File: config.mk
export PLATFORM = sky130hd
export DESIGN_NAME = hsv_to_rgb_core
export DESIGN_NICKNAME = d
export VERILOG_FILES = /design/src/rtl/hsv2rgb_pkg.sv /design/src/rtl/hsv2rgb_hue.sv /design/src/rtl/hsv2rgb_arith.sv /design/src/rtl/hsv2rgb_chan.sv /design/src/rtl/hsv_to_rgb_core.sv
export SDC_FILE = /design/constraint.sdc
export NUM_CORES = 1
export LEC_CHECK = 0
export BUFFER_PORTS_ARGS = -buffer_cell sky130_fd_sc_hd__buf_4
export CAP_MARGIN = 20
export CORE_MARGIN = 5
export CORE_UTILIZATION = 25
export DETAILED_ROUTE_END_ITERATION = 12
export PLACE_DENSITY = 0.46
export SETUP_SLACK_MARGIN = 0.1
export SKIP_LAST_GASP = 1
export SLEW_MARGIN = 20
export SYNTH_ARGS = -nofsm -noshare
export SYNTH_HDL_FRONTEND = slang
export SYNTH_HIERARCHICAL = 1
export SYNTH_SLANG_ARGS = --single-unit
File: constraint.sdc
create_clock -name clk_i -period 10.91 [get_ports clk_i]
set_input_delay 1.091 -clock clk_i [delete_from_list [all_inputs] [get_ports clk_i]]
set_output_delay 1.091 -clock clk_i [all_outputs]
set_load 0.005 [all_outputs]
File: src/rtl/hsv2rgb_pkg.sv
// Shared types, constants and helpers for the HSV to RGB converter.
// No dependencies; used by every module of the block.
`timescale 1ns / 1ps

package hsv2rgb_pkg;

  // Port widths fixed by the pixel format
  localparam int HUE_W = 9;
  localparam int SV_W  = 13;
  localparam int CH_W  = 8;

  localparam int FRAC_BITS_DEF = 12;

  // Hue arithmetic
  localparam int HM_W = 7;   // hue mod 120
  localparam int K_W  = 6;   // secondary weight, 0..60
  localparam logic [HUE_W-1:0] HUE_SEXT_DEG = HUE_W'(60);

  // Secondary channel: T / 60 done as (T >> 2) / 15 by reciprocal
  localparam int T_W  = 14;
  localparam int U_W  = 12;
  localparam int Q_W  = 9;
  localparam int RCP_W = 13;
  localparam logic [RCP_W-1:0] DIV15_RCP = RCP_W'(4369);
  localparam int DIV15_SHIFT = 16;
  localparam logic [U_W:0] DIV15_N = (U_W + 1)'(15);

  typedef enum logic [2:0] {
    SEXT_0,
    SEXT_1,
    SEXT_2,
    SEXT_3,
    SEXT_4,
    SEXT_5UP
  } sextant_e;

  // Per-stage load enables, handed from the pipeline control
  typedef struct packed {
    logic hue;
    logic mul;
    logic sub;
    logic sum;
    logic scale;
    logic recip;
    logic out;
  } stage_en_t;

  function automatic logic [CH_W-1:0] sat_chan(input logic [Q_W-1:0] val);
    logic [CH_W-1:0] res;
    res = (val > Q_W'({CH_W{1'b1}})) ? {CH_W{1'b1}} : val[CH_W-1:0];
    return res;
  endfunction

endpackage

File: src/rtl/hsv2rgb_hue.sv
// First stage: hue decode (sextant and secondary weight) and clamping of S and V.
// Depends on hsv2rgb_pkg.
`timescale 1ns / 1ps

module hsv2rgb_hue #(
  parameter int FRAC_BITS = hsv2rgb_pkg::FRAC_BITS_DEF
) (
  input  logic                          clk_i,
  input  hsv2rgb_pkg::stage_en_t        en_i,
  input  logic [hsv2rgb_pkg::HUE_W-1:0] hue_i,
  input  logic [hsv2rgb_pkg::SV_W-1:0]  saturation_i,
  input  logic [hsv2rgb_pkg::SV_W-1:0]  brightness_i,
  output logic [FRAC_BITS:0]            s_o,
  output logic [FRAC_BITS:0]            v_o,
  output logic [hsv2rgb_pkg::K_W-1:0]   k_o,
  output hsv2rgb_pkg::sextant_e         sext_o
);
  import hsv2rgb_pkg::*;

  localparam int VW    = FRAC_BITS + 1;
  localparam int CMP_W = (VW > SV_W) ? VW : SV_W;

  logic [CMP_W-1:0] one, s_ext, v_ext, s_cl, v_cl;
  logic [HUE_W-1:0] hm_full;
  logic [HM_W-1:0]  hm;
  logic [K_W-1:0]   hue_dist;

  logic [VW-1:0]  s_d, s_q, v_d, v_q;
  logic [K_W-1:0] k_d, k_q;
  sextant_e       sext_d, sext_q;

  always_comb begin
    one   = CMP_W'(1) << FRAC_BITS;
    s_ext = CMP_W'(saturation_i);
    v_ext = CMP_W'(brightness_i);
    s_cl  = (s_ext > one) ? one : s_ext;
    v_cl  = (v_ext > one) ? one : v_ext;
    s_d   = s_cl[VW-1:0];
    v_d   = v_cl[VW-1:0];

    // hue mod 120 by range
    if (hue_i < 2 * HUE_SEXT_DEG) begin
      hm_full = hue_i;
    end else if (hue_i < 4 * HUE_SEXT_DEG) begin
      hm_full = HUE_W'(hue_i - 2 * HUE_SEXT_DEG);
    end else if (hue_i < 6 * HUE_SEXT_DEG) begin
      hm_full = HUE_W'(hue_i - 4 * HUE_SEXT_DEG);
    end else if (hue_i < 8 * HUE_SEXT_DEG) begin
      hm_full = HUE_W'(hue_i - 6 * HUE_SEXT_DEG);
    end else begin
      hm_full = HUE_W'(hue_i - 8 * HUE_SEXT_DEG);
    end
    hm = hm_full[HM_W-1:0];

    hue_dist = (hm >= HM_W'(HUE_SEXT_DEG)) ? K_W'(hm - HM_W'(HUE_SEXT_DEG))
                                           : K_W'(HM_W'(HUE_SEXT_DEG) - hm);
    k_d  = K_W'(HUE_SEXT_DEG) - hue_dist;

    if (hue_i < HUE_SEXT_DEG) begin
      sext_d = SEXT_0;
    end else if (hue_i < 2 * HUE_SEXT_DEG) begin
      sext_d = SEXT_1;
    end else if (hue_i < 3 * HUE_SEXT_DEG) begin
      sext_d = SEXT_2;
    end else if (hue_i < 4 * HUE_SEXT_DEG) begin
      sext_d = SEXT_3;
    end else if (hue_i < 5 * HUE_SEXT_DEG) begin
      sext_d = SEXT_4;
    end else begin
      sext_d = SEXT_5UP;
    end
  end

  always_ff @(posedge clk_i) begin
    if (en_i.hue) begin
      s_q    <= s_d;
      v_q    <= v_d;
      k_q    <= k_d;
      sext_q <= sext_d;
    end
  end

  assign s_o    = s_q;
  assign v_o    = v_q;
  assign k_o    = k_q;
  assign sext_o = sext_q;

endmodule

File: src/rtl/hsv2rgb_arith.sv
// Stages two to four: chroma c = v*s, offset m = v - c, weighted sum c*k + 60*m.
// Depends on hsv2rgb_pkg.
`timescale 1ns / 1ps

module hsv2rgb_arith #(
  parameter int FRAC_BITS = hsv2rgb_pkg::FRAC_BITS_DEF
) (
  input  logic                        clk_i,
  input  hsv2rgb_pkg::stage_en_t      en_i,
  input  logic [FRAC_BITS:0]          s_i,
  input  logic [FRAC_BITS:0]          v_i,
  input  logic [hsv2rgb_pkg::K_W-1:0] k_i,
  input  hsv2rgb_pkg::sextant_e       sext_i,
  output logic [2*FRAC_BITS+5:0]      sum_o,
  output logic [2*FRAC_BITS:0]        m_o,
  output logic [FRAC_BITS:0]          v_o,
  output hsv2rgb_pkg::sextant_e       sext_o
);
  import hsv2rgb_pkg::*;

  localparam int VW    = FRAC_BITS + 1;
  localparam int CW    = 2 * FRAC_BITS + 1;  // c and m, up to 1.0 with 2F fraction bits
  localparam int SUM_W = 2 * FRAC_BITS + 6;  // up to 60.0

  // stage 2
  logic [2*VW-1:0] c_full;
  logic [CW-1:0]   c_q;
  logic [VW-1:0]   v2_q;
  logic [K_W-1:0]  k2_q;
  sextant_e        sext2_q;

  // stage 3
  logic [CW+K_W-1:0] ck_full;
  logic [CW-1:0]     v_wide, m_d, m3_q;
  logic [SUM_W-1:0]  ck_q;
  logic [VW-1:0]     v3_q;
  sextant_e          sext3_q;

  // stage 4
  logic [SUM_W:0]   m60, sum_full;
  logic [SUM_W-1:0] sum_q;
  logic [CW-1:0]    m4_q;
  logic [VW-1:0]    v4_q;
  sextant_e         sext4_q;

  assign c_full = v_i * s_i;

  always_ff @(posedge clk_i) begin
    if (en_i.mul) begin
      c_q     <= c_full[CW-1:0];
      v2_q    <= v_i;
      k2_q    <= k_i;
      sext2_q <= sext_i;
    end
  end

  always_comb begin
    v_wide  = {v2_q, {FRAC_BITS{1'b0}}};
    m_d     = v_wide - c_q;
    ck_full = c_q * k2_q;
  end

  always_ff @(posedge clk_i) begin
    if (en_i.sub) begin
      ck_q    <= ck_full[SUM_W-1:0];
      m3_q    <= m_d;
      v3_q    <= v2_q;
      sext3_q <= sext2_q;
    end
  end

  always_comb begin
    m60      = ((SUM_W + 1)'(m3_q) << 6) - ((SUM_W + 1)'(m3_q) << 2);
    sum_full = (SUM_W + 1)'(ck_q) + m60;
  end

  always_ff @(posedge clk_i) begin
    if (en_i.sum) begin
      sum_q   <= sum_full[SUM_W-1:0];
      m4_q    <= m3_q;
      v4_q    <= v3_q;
      sext4_q <= sext3_q;
    end
  end

  assign sum_o  = sum_q;
  assign m_o    = m4_q;
  assign v_o    = v4_q;
  assign sext_o = sext4_q;

endmodule

File: src/rtl/hsv2rgb_chan.sv
// Stages five to seven: scale to 8-bit channels, divide the secondary by 60,
// then route channels by sextant into the output register. Depends on hsv2rgb_pkg.
`timescale 1ns / 1ps

module hsv2rgb_chan #(
  parameter int FRAC_BITS = hsv2rgb_pkg::FRAC_BITS_DEF
) (
  input  logic                         clk_i,
  input  hsv2rgb_pkg::stage_en_t       en_i,
  input  logic [2*FRAC_BITS+5:0]       sum_i,
  input  logic [2*FRAC_BITS:0]         m_i,
  input  logic [FRAC_BITS:0]           v_i,
  input  hsv2rgb_pkg::sextant_e        sext_i,
  output logic [hsv2rgb_pkg::CH_W-1:0] red_o,
  output logic [hsv2rgb_pkg::CH_W-1:0] green_o,
  output logic [hsv2rgb_pkg::CH_W-1:0] blue_o
);
  import hsv2rgb_pkg::*;

  localparam int VW    = FRAC_BITS + 1;
  localparam int CW    = 2 * FRAC_BITS + 1;
  localparam int SUM_W = 2 * FRAC_BITS + 6;

  // stage 5: times 255, drop the fraction bits
  logic [SUM_W+7:0] sum255;
  logic [CW+7:0]    m255;
  logic [VW+7:0]    v255;
  logic [T_W-1:0]   t_val;
  logic [U_W-1:0]   u_q;
  logic [Q_W-1:0]   cm5_q, mm5_q;
  sextant_e         sext5_q;

  // stage 6: reciprocal estimate of u / 15
  logic [U_W+RCP_W-1:0] qe_full;
  logic [U_W-1:0]       u6_q;
  logic [Q_W-1:0]       qe_q, cm6_q, mm6_q;
  sextant_e             sext6_q;

  // stage 7: correction and routing
  logic [U_W:0]      q15, rem;
  logic [Q_W-1:0]    xq;
  logic [CH_W-1:0]   cm, xm, mm;
  logic [CH_W-1:0]   red_d, green_d, blue_d, red_q, green_q, blue_q;

  always_comb begin
    sum255 = ((SUM_W + 8)'(sum_i) << 8) - (SUM_W + 8)'(sum_i);
    m255   = ((CW + 8)'(m_i) << 8) - (CW + 8)'(m_i);
    v255   = ((VW + 8)'(v_i) << 8) - (VW + 8)'(v_i);
    t_val  = sum255[2*FRAC_BITS+T_W-1:2*FRAC_BITS];
  end

  always_ff @(posedge clk_i) begin
    if (en_i.scale) begin
      u_q     <= t_val[T_W-1:2];
      cm5_q   <= v255[FRAC_BITS+Q_W-1:FRAC_BITS];
      mm5_q   <= m255[2*FRAC_BITS+Q_W-1:2*FRAC_BITS];
      sext5_q <= sext_i;
    end
  end

  assign qe_full = u_q * DIV15_RCP;

  always_ff @(posedge clk_i) begin
    if (en_i.recip) begin
      u6_q    <= u_q;
      qe_q    <= qe_full[DIV15_SHIFT+Q_W-1:DIV15_SHIFT];
      cm6_q   <= cm5_q;
      mm6_q   <= mm5_q;
      sext6_q <= sext5_q;
    end
  end

  always_comb begin
    // estimate is at most one low
    q15 = ((U_W + 1)'(qe_q) << 4) - (U_W + 1)'(qe_q);
    rem = (U_W + 1)'(u6_q) - q15;
    xq  = (rem >= DIV15_N) ? qe_q + Q_W'(1) : qe_q;
    cm  = sat_chan(cm6_q);
    xm  = sat_chan(xq);
    mm  = sat_chan(mm6_q);

    case (sext6_q)
      SEXT_0: begin
        red_d = cm; green_d = xm; blue_d = mm;
      end
      SEXT_1: begin
        red_d = xm; green_d = cm; blue_d = mm;
      end
      SEXT_2: begin
        red_d = mm; green_d = cm; blue_d = xm;
      end
      SEXT_3: begin
        red_d = mm; green_d = xm; blue_d = cm;
      end
      SEXT_4: begin
        red_d = xm; green_d = mm; blue_d = cm;
      end
      default: begin
        red_d = cm; green_d = mm; blue_d = xm;
      end
    endcase
  end

  always_ff @(posedge clk_i) begin
    if (en_i.out) begin
      red_q   <= red_d;
      green_q <= green_d;
      blue_q  <= blue_d;
    end
  end

  assign red_o   = red_q;
  assign green_o = green_q;
  assign blue_o  = blue_q;

endmodule

File: src/rtl/hsv_to_rgb_core.sv
// HSV to RGB converter, seven-stage pipeline with valid/ready on both sides.
// Throughput: one beat per cycle while the output is not stalled; each stage holds its item
// when the next is full, so bubbles close up and a stalled output still lets upstream stages fill.
// Reset clears only the per-stage valid bits; the datapath registers are not reset.
// Depends on hsv2rgb_pkg, hsv2rgb_hue, hsv2rgb_arith and hsv2rgb_chan.
`timescale 1ns / 1ps

module hsv_to_rgb_core #(
  parameter int FRAC_BITS = hsv2rgb_pkg::FRAC_BITS_DEF
) (
  input  logic                          clk_i,
  input  logic                          rst_ni,
  input  logic                          in_valid_i,
  output logic                          in_ready_o,
  input  logic [hsv2rgb_pkg::HUE_W-1:0] hue_i,
  input  logic [hsv2rgb_pkg::SV_W-1:0]  saturation_i,
  input  logic [hsv2rgb_pkg::SV_W-1:0]  brightness_i,
  output logic                          out_valid_o,
  input  logic                          out_ready_i,
  output logic [hsv2rgb_pkg::CH_W-1:0]  red_o,
  output logic [hsv2rgb_pkg::CH_W-1:0]  green_o,
  output logic [hsv2rgb_pkg::CH_W-1:0]  blue_o
);
  import hsv2rgb_pkg::*;

  localparam int NSTG = 7;

  logic [NSTG-1:0] vld_d, vld_q, en;
  logic [NSTG:0]   rdy;
  stage_en_t       stg_en;

  logic [FRAC_BITS:0]     s1, v1, v4;
  logic [K_W-1:0]         k1;
  sextant_e               sext1, sext4;
  logic [2*FRAC_BITS+5:0] sum4;
  logic [2*FRAC_BITS:0]   m4;

  // A stage loads when it is empty or its contents move on this cycle
  always_comb begin
    rdy[NSTG] = out_ready_i;
    for (int i = NSTG - 1; i >= 0; i--) begin
      en[i]  = !vld_q[i] || rdy[i+1];
      rdy[i] = en[i];
    end
    vld_d[0] = en[0] ? in_valid_i : vld_q[0];
    for (int i = 1; i < NSTG; i++) begin
      vld_d[i] = en[i] ? vld_q[i-1] : vld_q[i];
    end
    stg_en = stage_en_t'(en[0:0] == 1'b1 ? {en[0], en[1], en[2], en[3], en[4], en[5], en[6]}
                                         : {en[0], en[1], en[2], en[3], en[4], en[5], en[6]});
  end

  always_ff @(posedge clk_i or negedge rst_ni) begin
    if (!rst_ni) begin
      vld_q <= '0;
    end else begin
      vld_q <= vld_d;
    end
  end

  assign in_ready_o  = rdy[0];
  assign out_valid_o = vld_q[NSTG-1];

  hsv2rgb_hue #(
    .FRAC_BITS(FRAC_BITS)
  ) u_hue (
    .clk_i       (clk_i),
    .en_i        (stg_en),
    .hue_i       (hue_i),
    .saturation_i(saturation_i),
    .brightness_i(brightness_i),
    .s_o         (s1),
    .v_o         (v1),
    .k_o         (k1),
    .sext_o      (sext1)
  );

  hsv2rgb_arith #(
    .FRAC_BITS(FRAC_BITS)
  ) u_arith (
    .clk_i (clk_i),
    .en_i  (stg_en),
    .s_i   (s1),
    .v_i   (v1),
    .k_i   (k1),
    .sext_i(sext1),
    .sum_o (sum4),
    .m_o   (m4),
    .v_o   (v4),
    .sext_o(sext4)
  );

  hsv2rgb_chan #(
    .FRAC_BITS(FRAC_BITS)
  ) u_chan (
    .clk_i  (clk_i),
    .en_i   (stg_en),
    .sum_i  (sum4),
    .m_i    (m4),
    .v_i    (v4),
    .sext_i (sext4),
    .red_o  (red_o),
    .green_o(green_o),
    .blue_o (blue_o)
  );

endmodule

# ---- After elaboration in Yosys (flattened, before gate mapping)
# Index checks and enable logic that the tools add are counted.
dict set report word_totals {
  ff_bits 330
  inputBits 39
  out_inout_bits 26
}
dict set report op_classes {
  add_sub_neg 16
  mul 3
  n_lt_le_gt_ge 14
  eq_ne 4
  mux 16
  reduce_logical 23
}
# op count
set op_table {}
lappend op_table {{8-bit one-hot mux with 2 select lines} 3}
lappend op_table {{38-bit by 30-bit subtractor with 38-bit output} 1}
lappend op_table {{33-bit by 25-bit subtractor with 33-bit output} 1}
lappend op_table {{30-bit adder} 1}
lappend op_table {{25-bit by 6-bit multiplier with 30-bit output} 1}
lappend op_table {{30-bit by 27-bit subtractor with 30-bit output} 1}
lappend op_table {{7-bit 2-to-1 mux} 4}
lappend op_table {{7-bit subtractor, second input constant} 4}
lappend op_table {{9-bit by 8-bit greater-than comparator with 1-bit output, second input constant} 3}
lappend op_table {{9-bit < comparator, second input constant} 3}
lappend op_table {{13-bit greater-than comparator, second input constant} 2}
lappend op_table {{12-bit by 13-bit multiplier with 25-bit output, second input constant} 1}
lappend op_table {{13-bit by 13-bit multiplier with 25-bit output} 1}
lappend op_table {{25-bit subtractor} 1}
lappend op_table {{8-bit 2-to-1 mux} 3}
lappend op_table {{21-bit by 13-bit subtractor with 21-bit output} 1}
lappend op_table {{9-bit by 8-bit < comparator with 1-bit output, second input constant} 2}
lappend op_table {{2-bit OR reduction} 7}
lappend op_table {{13-bit by 4-bit >= comparator with 1-bit output, second input constant} 1}
lappend op_table {{12-bit by 13-bit subtractor with 13-bit output} 1}
lappend op_table {{13-bit by 9-bit subtractor with 13-bit output} 1}
lappend op_table {{6-bit subtractor, first input constant} 2}
lappend op_table {{9-bit by 1-bit adder with 9-bit output, second input constant} 1}
lappend op_table {{9-bit by 6-bit < comparator with 1-bit output, second input constant} 1}
lappend op_table {{other kinds (14)} 29}

# ---- Depth between registers and ports, before layout
dict set report depth {
  ltp_word 8
  ltp_mapped 20
  ltp_nobuf 19
}

# ---- Cells and area by module
# The synthesis kept the hierarchy.
# module instances cells_per_inst area_per_inst_um2 seq_area_each_um2
set modules_own_cells {}
lappend modules_own_cells {hsv2rgb_arith 1 1862 18712.9 5675.4}
lappend modules_own_cells {hsv2rgb_chan 1 784 7682.4 2972.9}
lappend modules_own_cells {hsv2rgb_hue 1 183 2090.8 1051.0}
lappend modules_own_cells {hsv_to_rgb_core 1 25 296.5 175.2}

# ---- Least setup slack after synthesis
# Ideal clock, no wire load.
dict set report synth_timing {
  path_type {reg2reg}
  start {register u_hue.s_q[3] (netlist: u_hue/s_o[3])}
  end {register u_arith.c_q[23], data pin}
  setup_time_ns 0.137
  arrival_time_ns 5.132
  setup_slack_ns 5.640
  path_stages_with_launch 19
  n_path_buf 1
  synth_period_minus_slack_ns 5.270
  cell_sequence {edfxtp_1 clkbuf_1 and2_1 fa_1 inv_1 fa_1 inv_1 fa_1 inv_1 fa_1 fa_1 inv_1 ha_1 o21a_1 o21ai_0 a2bb2oi_1 a21oi_1 or4b_2 nand4_1}
}
dict set report synth_via {
  elab_chain_len 1
}
# item line
set synth_lines {}
lappend synth_lines {{from (decl)} hsv2rgb_hue.sv:28} ;# logic [VW-1:0] s_d, s_q, v_d, v_q;
lappend synth_lines {{from (signal assigned)} hsv2rgb_hue.sv:76} ;# s_q <= s_d;
lappend synth_lines {{13-bit by 13-bit multiplier with 25-bit output} hsv2rgb_arith.sv:46} ;# assign c_full = v_i * s_i;
lappend synth_lines {{via u_arith.c_full[23]} hsv2rgb_arith.sv:26} ;# logic [2*VW-1:0] c_full;
lappend synth_lines {{to (signal assigned)} hsv2rgb_arith.sv:50} ;# c_q <= c_full[CW-1:0];
lappend synth_lines {{to (decl)} hsv2rgb_arith.sv:27} ;# logic [CW-1:0] c_q;
# The timed path passes the listed nets, and every way through them passes these cells.
# A chain may end at the register's enable or synchronous reset.

# ---- Worst setup path in the final report
dict set report layout_timing {
  start {register u_hue.v_q[5] (netlist: u_hue/v_o[5])}
  end {register u_arith.c_q[23], data pin}
}
dict set report layout_via {
  elab_chain_len 1
}
# item line
set layout_lines {}
lappend layout_lines {{from (decl)} hsv2rgb_hue.sv:28}
lappend layout_lines {{from (signal assigned)} hsv2rgb_hue.sv:77} ;# v_q <= v_d;
lappend layout_lines {{13-bit by 13-bit multiplier with 25-bit output} hsv2rgb_arith.sv:46}
lappend layout_lines {{via u_arith.c_full[23]} hsv2rgb_arith.sv:26}
# The timed path passes the listed nets, and every way through them passes these cells.

==> reports/results.tsv <==
metric	value	unit
Fmax achieved	170	MHz
H-tree lvl count	2	
final setup TNS	0	ns
worst path cell trace	and2_1, fa_1, inv_1, fa_1, inv_1, fa_1, inv_1, fa_1, fa_1, inv_1, ha_1, o21a_1, o21ai_0, a2bb2oi_1, a21oi_1, or4b_2, nand4_1	
core area	0.114	mm²
drt first-iter violations	1089	
post-synthesis sequential area ratio	34.3	%
syn_area_per_cell	10.1	µm²
Yosys reg bits	330	
clock buffer count from CTS	41	
synthesized area	0.0288	mm²
antenna-violating nets left	0	
max-cap viol count	0	
TritonRoute pass-1 iters	5	
die area	0.122	mm²
vias	19500	
CTS sink count	330	
Hold Worst Slack	0.318	ns
IO Port Bufs	64	
Slew Limit Headroom	26.7	%
Largest stage delay, worst path	0.66	ns
Critical-path top delay cell	or4b_2	
min-delay worst type	in2async	
first-pass GRT wire length	109	mm
Setup Crit Path Kind	reg2reg	
minimum clock period after layout	5.87	ns
GRT overflow	0	
Critical Path AT	6.31	ns
IO Count	65	
Setup Fix Bufs, Post-CTS	0	
DRC violations left	0	
number of global-route vias before repair	19900	
Synth Flop Type	edfxtp_1	
most used cell, CP	fa_1	
Yosys cell types	100	
total number of yosys warnings	6	
DIE HEIGHT	349	µm
Final #Nets	3423	
Root Driver	clkbuf_16	
Hold Vio Cnt, Final	0	
Hold Buf Count CTS	0	
Worst EP required	11.36	ns
RSZ-0062 raised after global routing	false	
routed len/inst	15.1	µm
CP startpoint kind	flop	
post-cts sizing count	0	
Final Cycle Share	53.8	%
syn_nets	3404	
Area Overhead vs Synth	11.9	%
CTS max path bufs	3	
largest net degree at the start of global routing	72	
most frequent cells in the layout	502 x inv_1, 323 x edfxtp_1, 321 x nand2_1	
post-DP HPWL	52.7	mm
commonest non-fill, non-tap cell in the layout	inv_1	
Post-synth ARST share	2.12	%
post-route clock skew	0.0276	ns
antenna violations before repair	1	
starting density of the core	25.2	%
overall die width	349	µm
Worst setup EP type	flop	
share of post-route cells with drive strength above 1	6.09	%
worst skew pair latency	0.59	ns
clock-pin slew on the worst setup and hold paths	0.06	ns
CP max FO	14	
run status	complete, no violations	
row cnt	124	
EDFF count, synth	323	
GRT Util Overall	11.1	%
GPL Wtd Cong	0.825	
Post-Syn Instances	2854	
vias per cell	4.41	
number of setup violations in the final report	0	
drt total wl	66.9	mm
TritonCTS clock tree	built	
Max Slew Vio Count	0	
worst slew pin tran	1.10	ns
## final timing paths
check,from,endpoint,slack (ns),cells after the start
max,u_hue/v_o[5]$_SDFFCE_PN0P_,u_arith/c_q[23]$_DFFE_PP_,5.04,17
min,rst_ni,vld_q[5]$_DFFE_PN0P_,0.32,1
max reg2reg,u_hue/v_o[5]$_SDFFCE_PN0P_,u_arith/c_q[23]$_DFFE_PP_,5.04,17
min reg2reg,u_chan/mm5_q[3]$_DFFE_PP_,u_chan/mm6_q[3]$_DFFE_PP_,0.41,0
max in group asynchronous,rst_ni,vld_q[0]$_DFFE_PN0P_,10.47,1
min in group clk_i,u_chan/mm5_q[3]$_DFFE_PP_,u_chan/mm6_q[3]$_DFFE_PP_,0.41,0
## cells in the mapped netlist (all sizes together) (4+ instances only)
cell type	count	area share [%]
inv	502	6.5
edfxtp	323	34
nand2	323	4.2
ha	266	12
fa	245	17
a21oi	141	2.5
nor2	130	1.7
xnor2	102	3.1
and2	101	2.2
clkbuf	76	0.99
o21ai	69	1.2
a21o	59	1.5
nor3	46	0.80
xor2	41	1.2
nor2b	38	0.83
nand3	35	0.61
nand4	25	0.54
nand2b	24	0.55
a31oi	23	0.57
o211ai	22	0.61
a211oi	21	0.57
buf	20	0.43
o21a	15	0.39
nor4	12	0.28
o21bai	12	0.31
o31ai	11	0.35
a211o	10	0.30
and3	10	0.22
nor3b	10	0.30
or4	10	0.27
and4	8	0.24
o32ai	8	0.24
or3	8	0.19
a31o	7	0.21
dfrtp	7	0.61
mux2i	6	0.21
a221oi	5	0.17
a22oi	5	0.15
a2bb2oi	5	0.17
o31a	5	0.15
or2	5	0.11
a21boi	4	0.10
a221o	4	0.14
a41oi	4	0.12
o41ai	4	0.15
## layer usage
| layer | wire length (µm) | up-vias | global-route usage (%) |
|---|---|---|---|
| met5 | 0 | - | 0 |
| met4 | 1740 | 0 | 3.18 |
| met3 | 2210 | 87 | 1.53 |
| met2 | 32000 | 282 | 18.4 |
| met1 | 30900 | 9476 | 15.0 |
| li1 | - | 9634 | - |
## sequential cells by signal (all words and copies together) (netlist names), 6 cells and up
name	count
vld_q	7
u_hue/k_o	6
u_hue/s_o	13
u_chan/mm6_q	9
u_hue/v_o	13
u_arith/sum_o	30
u_arith/ck_q	30
u_arith/m3_q	25
u_chan/blue_o	8
u_chan/u6_q	12
u_arith/m_o	25
u_arith/c_q	25
u_chan/green_o	8
u_chan/u_q	12
u_arith/v3_q	13
u_chan/cm6_q	9
u_chan/mm5_q	9
u_arith/k2_q	6
u_arith/v_o	13
u_chan/red_o	8
u_chan/qe_q	9
u_arith/v2_q	13
u_chan/cm5_q	9
## metrics by stage
stage          cells  area [µm²]  setup WS (ns)  utilization, %
2_1_floorplan   2854       28800           5.64               -
3_3_place_gp    4341       30800           5.07            26.9
3_5_place_dp    4341       30800           5.01            26.9
4_1_cts         4417       32200           5.01            28.2
5_1_grt         4419       32200           4.74            28.2
6_report        4419       32200           5.04            28.2
## critical path: cells and delay by family, from the launching register on
kind	cells	cell delay [ns]
and+or+nand+nor	3	1.06
AOI/OAI and AO/OA	4	0.93
adders and majority gates	6	2.92
DFF	1	0.63
buffers and inverters	4	0.20
## logic make-up after synthesis
| logic type | share of synthesized area [%] |
|---|---|
| compound gates | 11.1 |
| xor+xnor | 4.35 |
| fa+ha+maj | 28.6 |
| buf+inv | 7.96 |
| flops | 34.3 |
| mux | 0.248 |
| simple gates | 13.4 |
## area by class of cell
type                       count  area, µm²
antenna                        1       2.50
clock buffer                  47       1060
clock inverter                29        327
fill                       12000      82100
inverter                     502       1880
multi-input combinational   1926      16600
sequential                   330       9870
tap                         1512       1890
timing repair buffer          72        548
Power is left out: the tool's default activity adds up to more than one toggle a clock period on the data nets, which glitch-free logic cannot reach.
